--- src/rtl/core/jse_pkg.sv ---
`timescale 1ns / 1ps

package jse_pkg;

	// Escape forms a string byte can take
	typedef enum logic [1:0] {
		ESC_NONE,
		ESC_PAIR,
		ESC_UNI
	} esc_t;

	// One classified input beat, as queued between front and back
	typedef struct packed {
		logic [7:0] char_byte;
		logic [7:0] letter;
		esc_t       esc;
		logic       has_byte;
		logic       is_first;
		logic       is_last;
	} desc_t;

	localparam int QUEUE_DEPTH = 4;
	localparam int QPTR_W      = $clog2(QUEUE_DEPTH);
	localparam int QCNT_W      = $clog2(QUEUE_DEPTH + 1);

	localparam int          TOTAL_W   = 20;
	localparam logic [19:0] TOTAL_MAX = 20'hFFFFF;

	localparam logic [7:0] CH_QUOTE  = 8'h22;
	localparam logic [7:0] CH_BSLASH = 8'h5C;
	localparam logic [7:0] CH_ZERO   = 8'h30;
	localparam logic [7:0] CH_U      = 8'h75;
	localparam logic [7:0] CH_B      = 8'h62;
	localparam logic [7:0] CH_F      = 8'h66;
	localparam logic [7:0] CH_N      = 8'h6E;
	localparam logic [7:0] CH_R      = 8'h72;
	localparam logic [7:0] CH_T      = 8'h74;
	localparam logic [7:0] CTRL_MAX  = 8'h1F;

	localparam logic [7:0] C_BS = 8'h08;
	localparam logic [7:0] C_HT = 8'h09;
	localparam logic [7:0] C_LF = 8'h0A;
	localparam logic [7:0] C_FF = 8'h0C;
	localparam logic [7:0] C_CR = 8'h0D;

	// Lowercase hex digit
	function automatic logic [7:0] hex_lower(input logic [3:0] nib);
		logic [7:0] wide;
		wide = {4'h0, nib};
		return (nib < 4'd10) ? (8'h30 + wide) : (8'h57 + wide);
	endfunction

endpackage

--- src/rtl/core/jse_in_if.sv ---
`timescale 1ns / 1ps

interface jse_in_if;
	logic       valid;
	logic       ready;
	logic [7:0] char_byte;
	logic       has_byte;
	logic       is_first;
	logic       is_last;

	modport source (output valid, char_byte, has_byte, is_first, is_last, input ready);
	modport sink (input valid, char_byte, has_byte, is_first, is_last, output ready);
endinterface

--- src/rtl/core/jse_out_if.sv ---
`timescale 1ns / 1ps

interface jse_out_if;
	logic        valid;
	logic        ready;
	logic [7:0]  out_byte;
	logic        run_end;
	logic        string_done;
	logic [19:0] total_written;

	modport source (output valid, out_byte, run_end, string_done, total_written, input ready);
	modport sink (input valid, out_byte, run_end, string_done, total_written, output ready);
endinterface

--- src/rtl/core/jse_front.sv ---
`timescale 1ns / 1ps

module jse_front (
	jse_in_if.sink          in_bytes,
	input  logic            full,
	output logic            push,
	output jse_pkg::desc_t  push_desc
);

	logic [7:0]   c;
	jse_pkg::esc_t esc;
	logic [7:0]   letter;

	assign c = in_bytes.char_byte;

	// Classify the byte into its escape form
	always_comb begin
		esc    = jse_pkg::ESC_NONE;
		letter = c;
		if (c == jse_pkg::CH_QUOTE || c == jse_pkg::CH_BSLASH) begin
			esc = jse_pkg::ESC_PAIR;
		end else if (c <= jse_pkg::CTRL_MAX) begin
			esc    = jse_pkg::ESC_PAIR;
			case (c)
				jse_pkg::C_BS: letter = jse_pkg::CH_B;
				jse_pkg::C_FF: letter = jse_pkg::CH_F;
				jse_pkg::C_LF: letter = jse_pkg::CH_N;
				jse_pkg::C_CR: letter = jse_pkg::CH_R;
				jse_pkg::C_HT: letter = jse_pkg::CH_T;
				default: begin
					esc    = jse_pkg::ESC_UNI;
					letter = jse_pkg::CH_U;
				end
			endcase
		end
	end

	assign push_desc.char_byte = c;
	assign push_desc.letter    = letter;
	assign push_desc.esc       = esc;
	assign push_desc.has_byte  = in_bytes.has_byte;
	assign push_desc.is_first  = in_bytes.is_first;
	assign push_desc.is_last   = in_bytes.is_last;

	// Beats with nothing to emit are taken and dropped
	assign in_bytes.ready = !full;
	assign push = in_bytes.valid && !full &&
		(in_bytes.has_byte || in_bytes.is_first || in_bytes.is_last);

endmodule

--- src/rtl/core/jse_queue.sv ---
`timescale 1ns / 1ps

module jse_queue (
	input  logic           clk,
	input  logic           arst_n,
	input  logic           push,
	input  jse_pkg::desc_t push_desc,
	output logic           full,
	input  logic           pop,
	output logic           head_valid,
	output jse_pkg::desc_t head
);

	jse_pkg::desc_t                 entry_q [jse_pkg::QUEUE_DEPTH];
	logic [jse_pkg::QPTR_W-1:0]     wr_ptr_q;
	logic [jse_pkg::QPTR_W-1:0]     rd_ptr_q;
	logic [jse_pkg::QCNT_W-1:0]     count_q;

	assign full       = (count_q == jse_pkg::QCNT_W'(jse_pkg::QUEUE_DEPTH));
	assign head_valid = (count_q != '0);
	assign head       = entry_q[rd_ptr_q];

	// Entry storage
	always_ff @(posedge clk) begin
		if (push) begin
			entry_q[wr_ptr_q] <= push_desc;
		end
	end

	// Pointers and fill count
	always_ff @(posedge clk or negedge arst_n) begin
		if (!arst_n) begin
			wr_ptr_q <= '0;
			rd_ptr_q <= '0;
			count_q  <= '0;
		end else begin
			if (push) begin
				wr_ptr_q <= wr_ptr_q + 1'b1;
			end
			if (pop) begin
				rd_ptr_q <= rd_ptr_q + 1'b1;
			end
			if (push && !pop) begin
				count_q <= count_q + 1'b1;
			end else if (pop && !push) begin
				count_q <= count_q - 1'b1;
			end
		end
	end

	a_no_push_full: assert property (@(posedge clk) disable iff (!arst_n)
		push |-> !full) else $error("queue written while full");

	a_no_pop_empty: assert property (@(posedge clk) disable iff (!arst_n)
		pop |-> head_valid) else $error("queue read while empty");

endmodule

--- src/rtl/core/jse_back.sv ---
`timescale 1ns / 1ps

module jse_back #(
	parameter int COUNT_BITS = 20
) (
	input  logic           clk,
	input  logic           arst_n,
	input  logic           head_valid,
	input  jse_pkg::desc_t head,
	output logic           pop,
	jse_out_if.source      out_bytes
);

	localparam int WIDE_W = (COUNT_BITS > jse_pkg::TOTAL_W) ? COUNT_BITS : jse_pkg::TOTAL_W;

	logic [2:0]            idx_q;
	logic [COUNT_BITS-1:0] count_q;
	logic                  ovalid_q;
	logic [7:0]            out_byte_q;
	logic                  run_end_q;
	logic                  done_q;
	logic [19:0]           total_q;

	logic [2:0]            seq_len;
	logic [3:0]            n_beats;
	logic                  last_slot;
	logic [2:0]            elem;
	logic                  is_open;
	logic                  is_close;
	logic [7:0]            seq_byte;
	logic [7:0]            next_byte;
	logic [COUNT_BITS-1:0] count_inc;
	logic [WIDE_W-1:0]     total_wide;
	logic [19:0]           total_clamp;
	logic                  load;

	// Beat count of the head item: quotes plus escape sequence
	always_comb begin
		seq_len = 3'd0;
		if (head.has_byte) begin
			case (head.esc)
				jse_pkg::ESC_NONE: seq_len = 3'd1;
				jse_pkg::ESC_PAIR: seq_len = 3'd2;
				jse_pkg::ESC_UNI:  seq_len = 3'd6;
				default:           seq_len = 3'd1;
			endcase
		end
	end

	assign n_beats   = {3'b0, head.is_first} + {1'b0, seq_len} + {3'b0, head.is_last};
	assign last_slot = ({1'b0, idx_q} == n_beats - 4'd1);
	assign elem      = idx_q - {2'b0, head.is_first};
	assign is_open   = head.is_first && (idx_q == 3'd0);
	assign is_close  = head.is_last && last_slot;

	// Byte at position elem of the escape sequence
	always_comb begin
		case (elem)
			3'd0:    seq_byte = (head.esc == jse_pkg::ESC_NONE) ? head.char_byte
				: jse_pkg::CH_BSLASH;
			3'd1:    seq_byte = head.letter;
			3'd4:    seq_byte = jse_pkg::hex_lower(head.char_byte[7:4]);
			3'd5:    seq_byte = jse_pkg::hex_lower(head.char_byte[3:0]);
			default: seq_byte = jse_pkg::CH_ZERO;
		endcase
	end

	assign next_byte = (is_open || is_close) ? jse_pkg::CH_QUOTE : seq_byte;

	// Saturating count and the total reported on the closing quote
	assign count_inc   = (count_q == '1) ? count_q : count_q + 1'b1;
	assign total_wide  = WIDE_W'(count_inc);
	assign total_clamp = (total_wide > WIDE_W'(jse_pkg::TOTAL_MAX)) ? jse_pkg::TOTAL_MAX
		: total_wide[19:0];

	assign load = head_valid && (!ovalid_q || out_bytes.ready);
	assign pop  = load && last_slot;

	// Sequencer position and string count
	always_ff @(posedge clk or negedge arst_n) begin
		if (!arst_n) begin
			idx_q   <= '0;
			count_q <= '0;
		end else if (load) begin
			idx_q   <= last_slot ? 3'd0 : idx_q + 3'd1;
			count_q <= is_open ? COUNT_BITS'(1) : count_inc;
		end
	end

	// Output register
	always_ff @(posedge clk or negedge arst_n) begin
		if (!arst_n) begin
			ovalid_q <= 1'b0;
		end else if (load) begin
			ovalid_q <= 1'b1;
		end else if (out_bytes.ready) begin
			ovalid_q <= 1'b0;
		end
	end

	always_ff @(posedge clk) begin
		if (load) begin
			out_byte_q <= next_byte;
			run_end_q  <= last_slot;
			done_q     <= is_close;
			total_q    <= is_close ? total_clamp : 20'd0;
		end
	end

	assign out_bytes.valid         = ovalid_q;
	assign out_bytes.out_byte      = out_byte_q;
	assign out_bytes.run_end       = run_end_q;
	assign out_bytes.string_done   = done_q;
	assign out_bytes.total_written = total_q;

	a_done_is_quote: assert property (@(posedge clk) disable iff (!arst_n)
		(ovalid_q && done_q) |-> (out_byte_q == jse_pkg::CH_QUOTE))
		else $error("string_done on a byte other than the closing quote");

	a_done_ends_run: assert property (@(posedge clk) disable iff (!arst_n)
		(ovalid_q && done_q) |-> run_end_q)
		else $error("closing quote is not the last beat of its item");

	a_total_only_done: assert property (@(posedge clk) disable iff (!arst_n)
		(ovalid_q && !done_q) |-> (total_q == 20'd0))
		else $error("total_written nonzero outside the closing quote");

	a_done_total_nonzero: assert property (@(posedge clk) disable iff (!arst_n)
		(ovalid_q && done_q) |-> (total_q != 20'd0))
		else $error("closing quote reports a zero total");

endmodule

--- src/rtl/core/json_string_escaper.sv ---
`timescale 1ns / 1ps

// JSON string escaper. Each input beat carries one string byte with first, last
// and has_byte flags; the output is the byte stream of the JSON literal (opening
// quote, escaped byte, closing quote), one byte per beat, with run_end on the last
// byte of each input beat and the saturating byte total on the closing quote. A
// front end classifies each beat and writes it into a four-entry queue; the back
// end sequencer emits one output byte per cycle while the output is ready. Plain
// bytes therefore sustain one input beat per cycle under the same condition; a
// beat that expands to n output bytes (up to 8: quote, six-byte \u00xx sequence,
// quote) holds the back end until its last byte is loaded, while the front keeps
// taking beats until the queue fills. A queued beat goes through its queue entry
// and then the output register. Beats with no byte and no flags are taken and dropped.
module json_string_escaper #(
	parameter int COUNT_BITS = 20
) (
	input  logic        clk,
	input  logic        arst_n,
	jse_in_if.sink      in_bytes,
	jse_out_if.source   out_bytes
);

	logic           push;
	logic           full;
	logic           pop;
	logic           head_valid;
	jse_pkg::desc_t push_desc;
	jse_pkg::desc_t head;

	jse_front u_front (
		.in_bytes  (in_bytes),
		.full      (full),
		.push      (push),
		.push_desc (push_desc)
	);

	jse_queue u_queue (
		.clk        (clk),
		.arst_n     (arst_n),
		.push       (push),
		.push_desc  (push_desc),
		.full       (full),
		.pop        (pop),
		.head_valid (head_valid),
		.head       (head)
	);

	jse_back #(
		.COUNT_BITS (COUNT_BITS)
	) u_back (
		.clk        (clk),
		.arst_n     (arst_n),
		.head_valid (head_valid),
		.head       (head),
		.pop        (pop),
		.out_bytes  (out_bytes)
	);

endmodule

--- src/flat_wrapper.sv ---
// flat-port wrapper written by rule: the top's interface ports become plain ports
module json_string_escaper_flat 
#(
	parameter int COUNT_BITS = 20
)
  (clk, arst_n, in_bytes_valid, in_bytes_char_byte, in_bytes_has_byte, in_bytes_is_first, in_bytes_is_last, in_bytes_ready, out_bytes_valid, out_bytes_out_byte, out_bytes_run_end, out_bytes_string_done, out_bytes_total_written, out_bytes_ready);
  jse_in_if in_bytes_i ();
  jse_out_if out_bytes_i ();
  input  logic clk;
  input  logic arst_n;
  input wire logic [$bits(in_bytes_i.valid)-1:0] in_bytes_valid;
  input wire logic [$bits(in_bytes_i.char_byte)-1:0] in_bytes_char_byte;
  input wire logic [$bits(in_bytes_i.has_byte)-1:0] in_bytes_has_byte;
  input wire logic [$bits(in_bytes_i.is_first)-1:0] in_bytes_is_first;
  input wire logic [$bits(in_bytes_i.is_last)-1:0] in_bytes_is_last;
  output wire logic [$bits(in_bytes_i.ready)-1:0] in_bytes_ready;
  output wire logic [$bits(out_bytes_i.valid)-1:0] out_bytes_valid;
  output wire logic [$bits(out_bytes_i.out_byte)-1:0] out_bytes_out_byte;
  output wire logic [$bits(out_bytes_i.run_end)-1:0] out_bytes_run_end;
  output wire logic [$bits(out_bytes_i.string_done)-1:0] out_bytes_string_done;
  output wire logic [$bits(out_bytes_i.total_written)-1:0] out_bytes_total_written;
  input wire logic [$bits(out_bytes_i.ready)-1:0] out_bytes_ready;
  assign in_bytes_i.valid = in_bytes_valid;
  assign in_bytes_i.char_byte = in_bytes_char_byte;
  assign in_bytes_i.has_byte = in_bytes_has_byte;
  assign in_bytes_i.is_first = in_bytes_is_first;
  assign in_bytes_i.is_last = in_bytes_is_last;
  assign in_bytes_ready = in_bytes_i.ready;
  assign out_bytes_valid = out_bytes_i.valid;
  assign out_bytes_out_byte = out_bytes_i.out_byte;
  assign out_bytes_run_end = out_bytes_i.run_end;
  assign out_bytes_string_done = out_bytes_i.string_done;
  assign out_bytes_total_written = out_bytes_i.total_written;
  assign out_bytes_i.ready = out_bytes_ready;
  json_string_escaper #(.COUNT_BITS(COUNT_BITS)) u_core (.clk(clk), .arst_n(arst_n), .in_bytes(in_bytes_i), .out_bytes(out_bytes_i));
endmodule
--- config.mk ---
export PLATFORM = sky130hd
export DESIGN_NAME = json_string_escaper_flat
export DESIGN_NICKNAME = d
export VERILOG_FILES = /design/src/rtl/core/jse_pkg.sv /design/src/rtl/core/jse_in_if.sv /design/src/rtl/core/jse_out_if.sv /design/src/rtl/core/jse_front.sv /design/src/rtl/core/jse_queue.sv /design/src/rtl/core/jse_back.sv /design/src/rtl/core/json_string_escaper.sv /design/src/flat_wrapper.sv
export SDC_FILE = /design/constraint.sdc
export NUM_CORES = 1
export LEC_CHECK = 0
export BUFFER_PORTS_ARGS = -buffer_cell sky130_fd_sc_hd__clkbuf_2
export CELL_PAD_IN_SITES_DETAIL_PLACEMENT = 0
export CELL_PAD_IN_SITES_GLOBAL_PLACEMENT = 2
export CORE_UTILIZATION = 48
export CTS_BUF_LIST = sky130_fd_sc_hd__clkbuf_8
export CTS_CLUSTER_SIZE = 8
export DETAILED_ROUTE_END_ITERATION = 8
export PLACE_DENSITY = 0.87
export SLEW_MARGIN = 10
export SYNTH_ARGS = -nofsm -noshare
export SYNTH_HDL_FRONTEND = slang
export SYNTH_SLANG_ARGS = --single-unit
--- constraint.sdc ---
create_clock -name clk -period 11.4 [get_ports clk]
set_input_delay 1.71 -clock clk [delete_from_list [all_inputs] [get_ports clk]]
set_output_delay 1.71 -clock clk [all_outputs]
set_load 0.03 [all_outputs]
# --- Yosys cells after proc, flatten, opt, wreduce, memory -nomap -nowiden ---
# Memories as Yosys holds them, arrays and structs flattened.
# Cells that the tools add are included.
op_classes:
  eq_ne: 15
  add_sub_neg: 14
  order_cmp: 4
  muxes: 22
  reduce_logical: 24
op_table:
  columns: ["op", "n"]
  rows:
  - ["2-to-1 mux 20 bit", 3]
  - ["== test 8 x 4 -> 1 bit, second input constant", 5]
  - ["2-to-1 mux 8 bit", 5]
  - ["one-hot mux 8 bit (4 select lines)", 1]
  - ["one-hot mux 5 bit (5 select lines)", 1]
  - ["adder 20 x 1 -> 20 bit, second input constant", 1]
  - ["== test 20 bit, second input constant", 1]
  - ["greater-than comparator 20 bit, second input constant", 1]
  - ["adder 7 x 4 -> 8 bit, first input constant", 2]
  - ["adder 6 x 4 -> 7 bit, first input constant", 2]
  - ["2-to-1 mux 3 bit", 4]
  - ["== test 3 bit, second input constant", 3]
  - ["== test 8 x 6 -> 1 bit, second input constant", 1]
  - ["== test 8 x 7 -> 1 bit, second input constant", 1]
  - ["less-or-equal comparator 8 x 5 -> 1 bit, second input constant", 1]
  - ["logical AND 1 bit", 8]
  - ["< comparator 4 bit, second input constant", 2]
  - ["adder 3 x 1 -> 3 bit, second input constant", 2]
  - ["zero test 3 bit", 2]
  - ["2-to-1 mux 2 bit", 3]
  - ["one-hot mux 3 bit (2 select lines)", 1]
  - ["logical OR 1 bit", 5]
  - ["OR reduction 5 bit", 1]
  - ["adder 1 x 3 -> 4 bit", 1]
  - ["14 further kinds", 22]
word_totals:
  out_inout_bits: 32
  memories: 1
  in_bits: 15
  elab_cells: 90
  mem_bits_rw: 84
  ff_bits: 61
memory_table:
  columns: ["memory", "words", "width", "rd", "rd_ports_with_merged_regs", "wr", "line", "text"]
  rows:
  - ["u_core.u_queue.entry_q", 4, 21, 1, 0, 1, "jse_queue.sv:14", "jse_pkg::desc_t entry_q [jse_pkg::QUEUE_DEPTH];"]

# --- Depth between registers and ports, before layout ---
# An unclocked memory read counts as a cell.
depth:
  word_depth: 12
  mapped_depth: 21
  ltp_nobuf: 18

# --- Hierarchy ---
# A second synthesis with hierarchy kept.
hier_totals:
  cells_unflattened: 536
  area_unflattened_um2: 7115.6
by_module_without_submodules:
  columns: ["module", "area_per_inst_um2", "n_inst", "cells_per_inst", "seq_area_each_um2"]
  rows:
  - ["jse_queue", 3459.6, 1, 144, 2697.6]
  - ["jse_back", 3362.0, 1, 350, 1501.4]
  - ["jse_front", 294.0, 1, 42, 0.0]

# --- Worst setup path after synthesis ---
# No wires, ideal clock.
synth_path:
  kind: "register to register"
  startpoint: "register u_core.u_queue.rd_ptr_q[0] in the netlist's numbering"
  endpoint: "register u_core.u_queue.count_q[1] in the netlist's numbering"
  t_required_ps: 11275
  setup_slack_ps: 7127
  n_path_buf: 3
  t_arrival_ps: 4148
  setup_time_ps: 125
  path_stages_with_launch: 20
  period_less_slack_ps: 4273
  path_cell_list: "dfrtp_1 > buf_6 > buf_12 > buf_4 > mux4_2 > inv_1 > ha_1 > nand2b_1 > ha_1 > inv_1 > ha_1 > fa_1 > xnor2_1 > nand3_1 > nor3_2 > inv_1 > ha_1 > inv_1 > fa_1 > mux2_2"
synth_via:
  elab_chain_len: 12
  elab_cells_between_ends: 15
  classes_between: "add/sub (3); eq/ne (3); mux (3); reduce/logical (5); memory (1)"
synth_rtl:
  columns: ["element", "line", "text"]
  rows:
  - ["start, declared", "jse_queue.sv:16", "logic [jse_pkg::QPTR_W-1:0] rd_ptr_q;"]
  - ["start signal, assigned", "jse_queue.sv:41", "rd_ptr_q <= rd_ptr_q + 1'b1;"]
  - ["memory read (4 x 21 bit) *", null, null]
  - ["== test 2 bit / == test 2 x 1 -> 1 bit (equally long branches)", "jse_back.sv:41", "case (head.esc)"]
  - ["one-hot mux 3 bit (2 select lines)", "jse_back.sv:41", null]
  - ["2-to-1 mux 3 bit", "jse_back.sv:40", "if (head.has_byte) begin"]
  - ["adder 1 x 3 -> 4 bit", "jse_back.sv:50", "assign n_beats = {3'b0, head.is_first} + {1'b0, seq_len} + {3'b0, head.is_last};"]
  - ["adder 4 x 1 -> 4 bit *", "jse_back.sv:50", null]
  - ["subtractor 4 x 1 -> 4 bit *", "jse_back.sv:51", "assign last_slot = ({1'b0, idx_q} == n_beats - 4'd1);"]
  - ["== test 3 x 4 -> 1 bit *", "jse_back.sv:51", null]
  - ["logical AND 1 bit *", "jse_back.sv:77", "assign pop = load && last_slot;"]
  - ["zero test 1 bit", "jse_queue.sv:43", "if (push && !pop) begin"]
  - ["logical AND 1 bit", "jse_queue.sv:43", null]
  - ["2-to-1 mux 3 bit / nonzero test 2 bit (equally long branches)", null, null]
  - ["end signal, assigned", "jse_queue.sv:44", "count_q <= count_q + 1'b1;"]
  - ["end signal, assigned", "jse_queue.sv:46", "count_q <= count_q - 1'b1;"]
  - ["end, declared", "jse_queue.sv:17", "logic [jse_pkg::QCNT_W-1:0] count_q;"]
# Mark *: on every way between the ends. The rest lies on a longest branch, timed or not.
# A chain may end at the register's enable or synchronous reset.

# --- Worst setup path after layout ---
layout_path:
  startpoint: "register u_core.u_queue.rd_ptr_q[1] in the netlist's numbering"
  endpoint: "register u_core.u_queue.count_q[1] in the netlist's numbering"
# The elaborated chain is that of the path after synthesis.

==> insert_results.sql <==
INSERT INTO impl_metrics (metric_group, metric, value, unit) VALUES
('hold_path', 'hp-class', 'reg -> reg', ''),
('routing', 'detail_route.first_pass.iterations', '4', ''),
('setup_path', 'worstPathArrival', '4.91', 'ns'),
('final_layout', 'nNetsFinal', '605', ''),
('sta', 'final_setup_viols', '0', ''),
('global_routing', 'grt_use_total', '0.198', ''),
('cts', 'htree_num_levels', '4', ''),
('setup_path', 'worstRegToRegCells', '16', ''),
('sta', 'worst_pin_slew', '1.12', 'ns'),
('floorplanning', 'vertical_die_dimension', '123', 'µm'),
('power_and_ir_drop', 'pwr_density_cell', '269', 'nW/µm²'),
('cts', 'cts_repair_resize_count', '0', ''),
('global_routing', 'first_global_vias', '4419', ''),
('cts', 'cts_made_buffers', '17', ''),
('global_routing', 'global_route_wire_length_before_repair', '22.3', 'mm'),
('floorplanning', 'design.core.area', '14000', 'µm²'),
('setup_path', 'critical_path.reg2reg.startpoint', 'u_core.u_queue.rd_ptr_q[1]', ''),
('cts', 'cts.sink_count', '145', ''),
('yosys', 'synthesis.instances', '531', ''),
('yosys', 'number_of_synthesized_flops_with_an_enable_pin', '114', ''),
('final_layout', 'layout.cells.most_common', 'sky130_fd_sc_hd__edfxtp_1', ''),
('yosys', 'synth.ff_latch_count', '145', ''),
('setup_path', 'critPathCaptureType', 'flip-flop', ''),
('setup_path', 'critical_path.slowest_cell', 'sky130_fd_sc_hd__dfrtp_1', ''),
('placement', 'dpl.cell_count', '731', ''),
('cts', 'cts_tree', 'done', ''),
('cts', 'clk_root_buffer_cell', 'sky130_fd_sc_hd__clkbuf_8', ''),
('setup_path', 'worst-setup-path-type', 'reg -> reg', ''),
('setup_path', 'worstSetupStartpointType', 'flip-flop', ''),
('sta', 'max-slew-margin-rel', '0.252', ''),
('setup_path', 'max_stage_delay', '0.94', 'ns'),
('sta', 'final_min_period_over_clock_period', '0.400', ''),
('setup_path', 'crit_path_max_fanout', '22', ''),
('yosys', 'post_synth_num_cell_types', '61', ''),
('final_layout', 'filler_free_cell_count_of_the_finished_design', '763', ''),
('floorplanning', 'io_pins', '47', ''),
('sta', 'finClkSkew', '0.0121', 'ns'),
('yosys', 'yosys_warnings', '0', ''),
('yosys', 'synth_ff_type', 'sky130_fd_sc_hd__edfxtp_1', ''),
('setup_path', 'setup.reg_to_reg.worst_slack', '6.83', 'ns'),
('yosys', 'asyncSetResetFlopFracSynth', '0.214', ''),
('routing', 'wirelength_per_cell', '17.9', 'µm'),
('routing', 'highest-signal-layer', 'met4', ''),
('placement', 'port_buffers', '46', ''),
('cts', 'skew_pair_late_insertion_delay', '0.45', 'ns'),
('cts', 'cts_setup_buffers', '0', ''),
('power_and_ir_drop', 'leakage', '2.85', 'nW'),
('setup_path', 'worst_ep_required_time', '11.74', 'ns'),
('placement', 'detailed_place_hpwl', '9.10', 'mm'),
('yosys', 'mappedNetlistNets', '566', ''),
('final_layout', 'final_cell_area', '7690', 'µm²'),
('outcome', 'run_status', 'completed', ''),
('job', 'maxCapViolations', '0', ''),
('setup_path', 'cp_cell_sequence', 'mux4_2 -> inv_1 -> ha_1 -> nand2b_1 -> ha_1 -> inv_1 -> ha_1 -> fa_1 -> xnor2_1 -> nand3_1 -> nor3_2 -> inv_1 -> ha_1 -> inv_1 -> fa_1 -> mux2_2', ''),
('floorplanning', 'initial_utilization', '0.498', ''),
('routing', 'ant_nets', '0', ''),
('setup_path', 'crit_start', 'u_core.u_queue.rd_ptr_q[1]', ''),
('placement', 'gp_congestion', '0.850', ''),
('routing', 'route.final.wire_length', '13.7', 'mm'),
('setup_path', 'timing.critical_path.to', 'u_core.u_queue.count_q[1]', ''),
('routing', 'met2WireLength', '6.87', 'mm'),
('routing', 'drtIter0Drc', '225', ''),
('power_and_ir_drop', 'report.power.total', '2.06', 'mW'),
('sta', 'fin_hold_ws', '0.506', 'ns'),
('sta', 'hold_viol', '0', ''),
('routing', 'vias', '4374', ''),
('placement', 'placed_area', '7310', 'µm²'),
('cts', 'cts_max_path_buffers', '2', ''),
('yosys', 'post_synth.cell_area_avg', '13.2', 'µm²'),
('global_routing', 'gr_overflow_total', '0', ''),
('floorplanning', 'chipWidth', '123', 'µm');
[cells in the mapped netlist, types with 2 or more instances]
library cell / count / area share
sky130_fd_sc_hd__edfxtp_1: 114 / 0.49
sky130_fd_sc_hd__a21oi_1: 53 / 0.038
sky130_fd_sc_hd__dfrtp_1: 31 / 0.11
sky130_fd_sc_hd__nand2_1: 29 / 0.016
sky130_fd_sc_hd__inv_1: 25 / 0.013
sky130_fd_sc_hd__nor2_1: 25 / 0.013
sky130_fd_sc_hd__xnor2_1: 20 / 0.025
sky130_fd_sc_hd__ha_1: 18 / 0.032
sky130_fd_sc_hd__o21ai_0: 16 / 0.011
sky130_fd_sc_hd__mux4_2: 14 / 0.045
sky130_fd_sc_hd__nor3_1: 13 / 0.0093
sky130_fd_sc_hd__clkbuf_1: 12 / 0.0064
sky130_fd_sc_hd__nand3_1: 12 / 0.0086
sky130_fd_sc_hd__xor2_1: 11 / 0.014
sky130_fd_sc_hd__buf_2: 10 / 0.0072
sky130_fd_sc_hd__a31oi_1: 8 / 0.0072
sky130_fd_sc_hd__and2_1: 8 / 0.0072
sky130_fd_sc_hd__and3_1: 8 / 0.0072
sky130_fd_sc_hd__nand4_1: 8 / 0.0072
sky130_fd_sc_hd__o22a_1: 8 / 0.010
sky130_fd_sc_hd__mux4_1: 7 / 0.026
sky130_fd_sc_hd__nand2b_1: 7 / 0.0063
sky130_fd_sc_hd__a31o_2: 5 / 0.0063
sky130_fd_sc_hd__and4_1: 5 / 0.0063
sky130_fd_sc_hd__a211oi_1: 4 / 0.0043
sky130_fd_sc_hd__a21o_1: 4 / 0.0043
sky130_fd_sc_hd__nor4_1: 4 / 0.0036
sky130_fd_sc_hd__o22ai_1: 4 / 0.0036
sky130_fd_sc_hd__buf_4: 3 / 0.0032
sky130_fd_sc_hd__nor2b_1: 3 / 0.0027
sky130_fd_sc_hd__o21a_1: 3 / 0.0032
sky130_fd_sc_hd__and4b_1: 2 / 0.0029
sky130_fd_sc_hd__fa_1: 2 / 0.0057
sky130_fd_sc_hd__nor3_2: 2 / 0.0029
sky130_fd_sc_hd__o211a_1: 2 / 0.0029
sky130_fd_sc_hd__o21ai_1: 2 / 0.0014
sky130_fd_sc_hd__o221ai_1: 2 / 0.0025
sky130_fd_sc_hd__o311a_1: 2 / 0.0029
sky130_fd_sc_hd__o31ai_1: 2 / 0.0021
sky130_fd_sc_hd__or3_1: 2 / 0.0018
[flip-flops by register name, indices dropped and copies added, names as in the netlist]
signal,flops
u_core.u_back.out_bytes.out_byte,8
u_core.u_back.count_q,20
u_core.u_queue.rd_ptr_q,2
u_core.u_queue.wr_ptr_q,2
u_core.u_back.idx_q,3
u_core.u_back.out_bytes.valid,1
u_core.u_back.out_bytes.string_done,1
u_core.u_back.out_bytes.run_end,1
u_core.u_queue.entry_q,84
u_core.u_queue.count_q,3
u_core.u_back.out_bytes.total_written,20
[power breakdown]
group / internal (mW) / switching, mW
sequential: 0.720 / 0.0738
clock: 0.161 / 0.220
combinational: 0.337 / 0.553
total: 1.22 / 0.847
[how the worst min path moves through the flow]
stage	startpoint	end	slack, ns
2_1_floorplan	u_core.u_queue.count_q[2]	u_core.u_queue.count_q[2]	0.46
3_3_place_gp	u_core.u_back.out_bytes.valid	u_core.u_back.out_bytes.valid	0.48
3_5_place_dp	u_core.u_queue.count_q[2]	u_core.u_queue.count_q[2]	0.50
4_1_cts	u_core.u_queue.count_q[2]	u_core.u_queue.count_q[2]	0.51
5_1_grt	u_core.u_queue.count_q[2]	u_core.u_queue.count_q[2]	0.53
6_report	u_core.u_queue.count_q[2]	u_core.u_queue.count_q[2]	0.51
[worst max-delay path: cells and delay by family, from the launching register on]
| kind | cells | cell delay (ns) |
|---|---|---|
| adders and majority gates | 6 | 1.82 |
| muxes | 2 | 0.68 |
| xor gates and xnor gates | 1 | 0.19 |
| buffers and inverters | 4 | 0.28 |
| DFF | 1 | 0.94 |
| and+or+nand+nor | 3 | 0.55 |
[through the flow]
stage	utilization	worst slack, ns
after global routing	0.547	6.45
after global placement	0.521	6.91
after floorplan	-	7.13
after CTS	0.547	6.79
after detailed placement	0.521	6.81
final	0.547	6.83
[cells by family after synthesis]
family / synth area share
adders and majority gates: 0.0379
muxes: 0.0744
buffers and inverters: 0.0358
DFF: 0.600
xor gates and xnor gates: 0.0388
and+or+nand+nor: 0.102
AOI/OAI and AO/OA: 0.111
[final cells by class]
| type | instances | area, µm² |
|---|---|---|
| Fill cell | 1183 | 6360 |
| Sequential cell | 145 | 4200 |
| Multi-Input combinational cell | 332 | 2550 |
| Timing Repair Buffer | 48 | 245 |
| Clock buffer | 17 | 234 |
| Tap cell | 180 | 225 |
| Clock inverter | 15 | 138 |
| Inverter | 26 | 97.6 |
[layer usage]
metal | vias up | global-route usage
met2 | 99 | 0.336
met4 | 0 | 0.0617
met1 | 2154 | 0.247
met3 | 10 | 0.0497
met5 | - | 0
li1 | 2111 | -
Power figures use the tool's default switching activity.
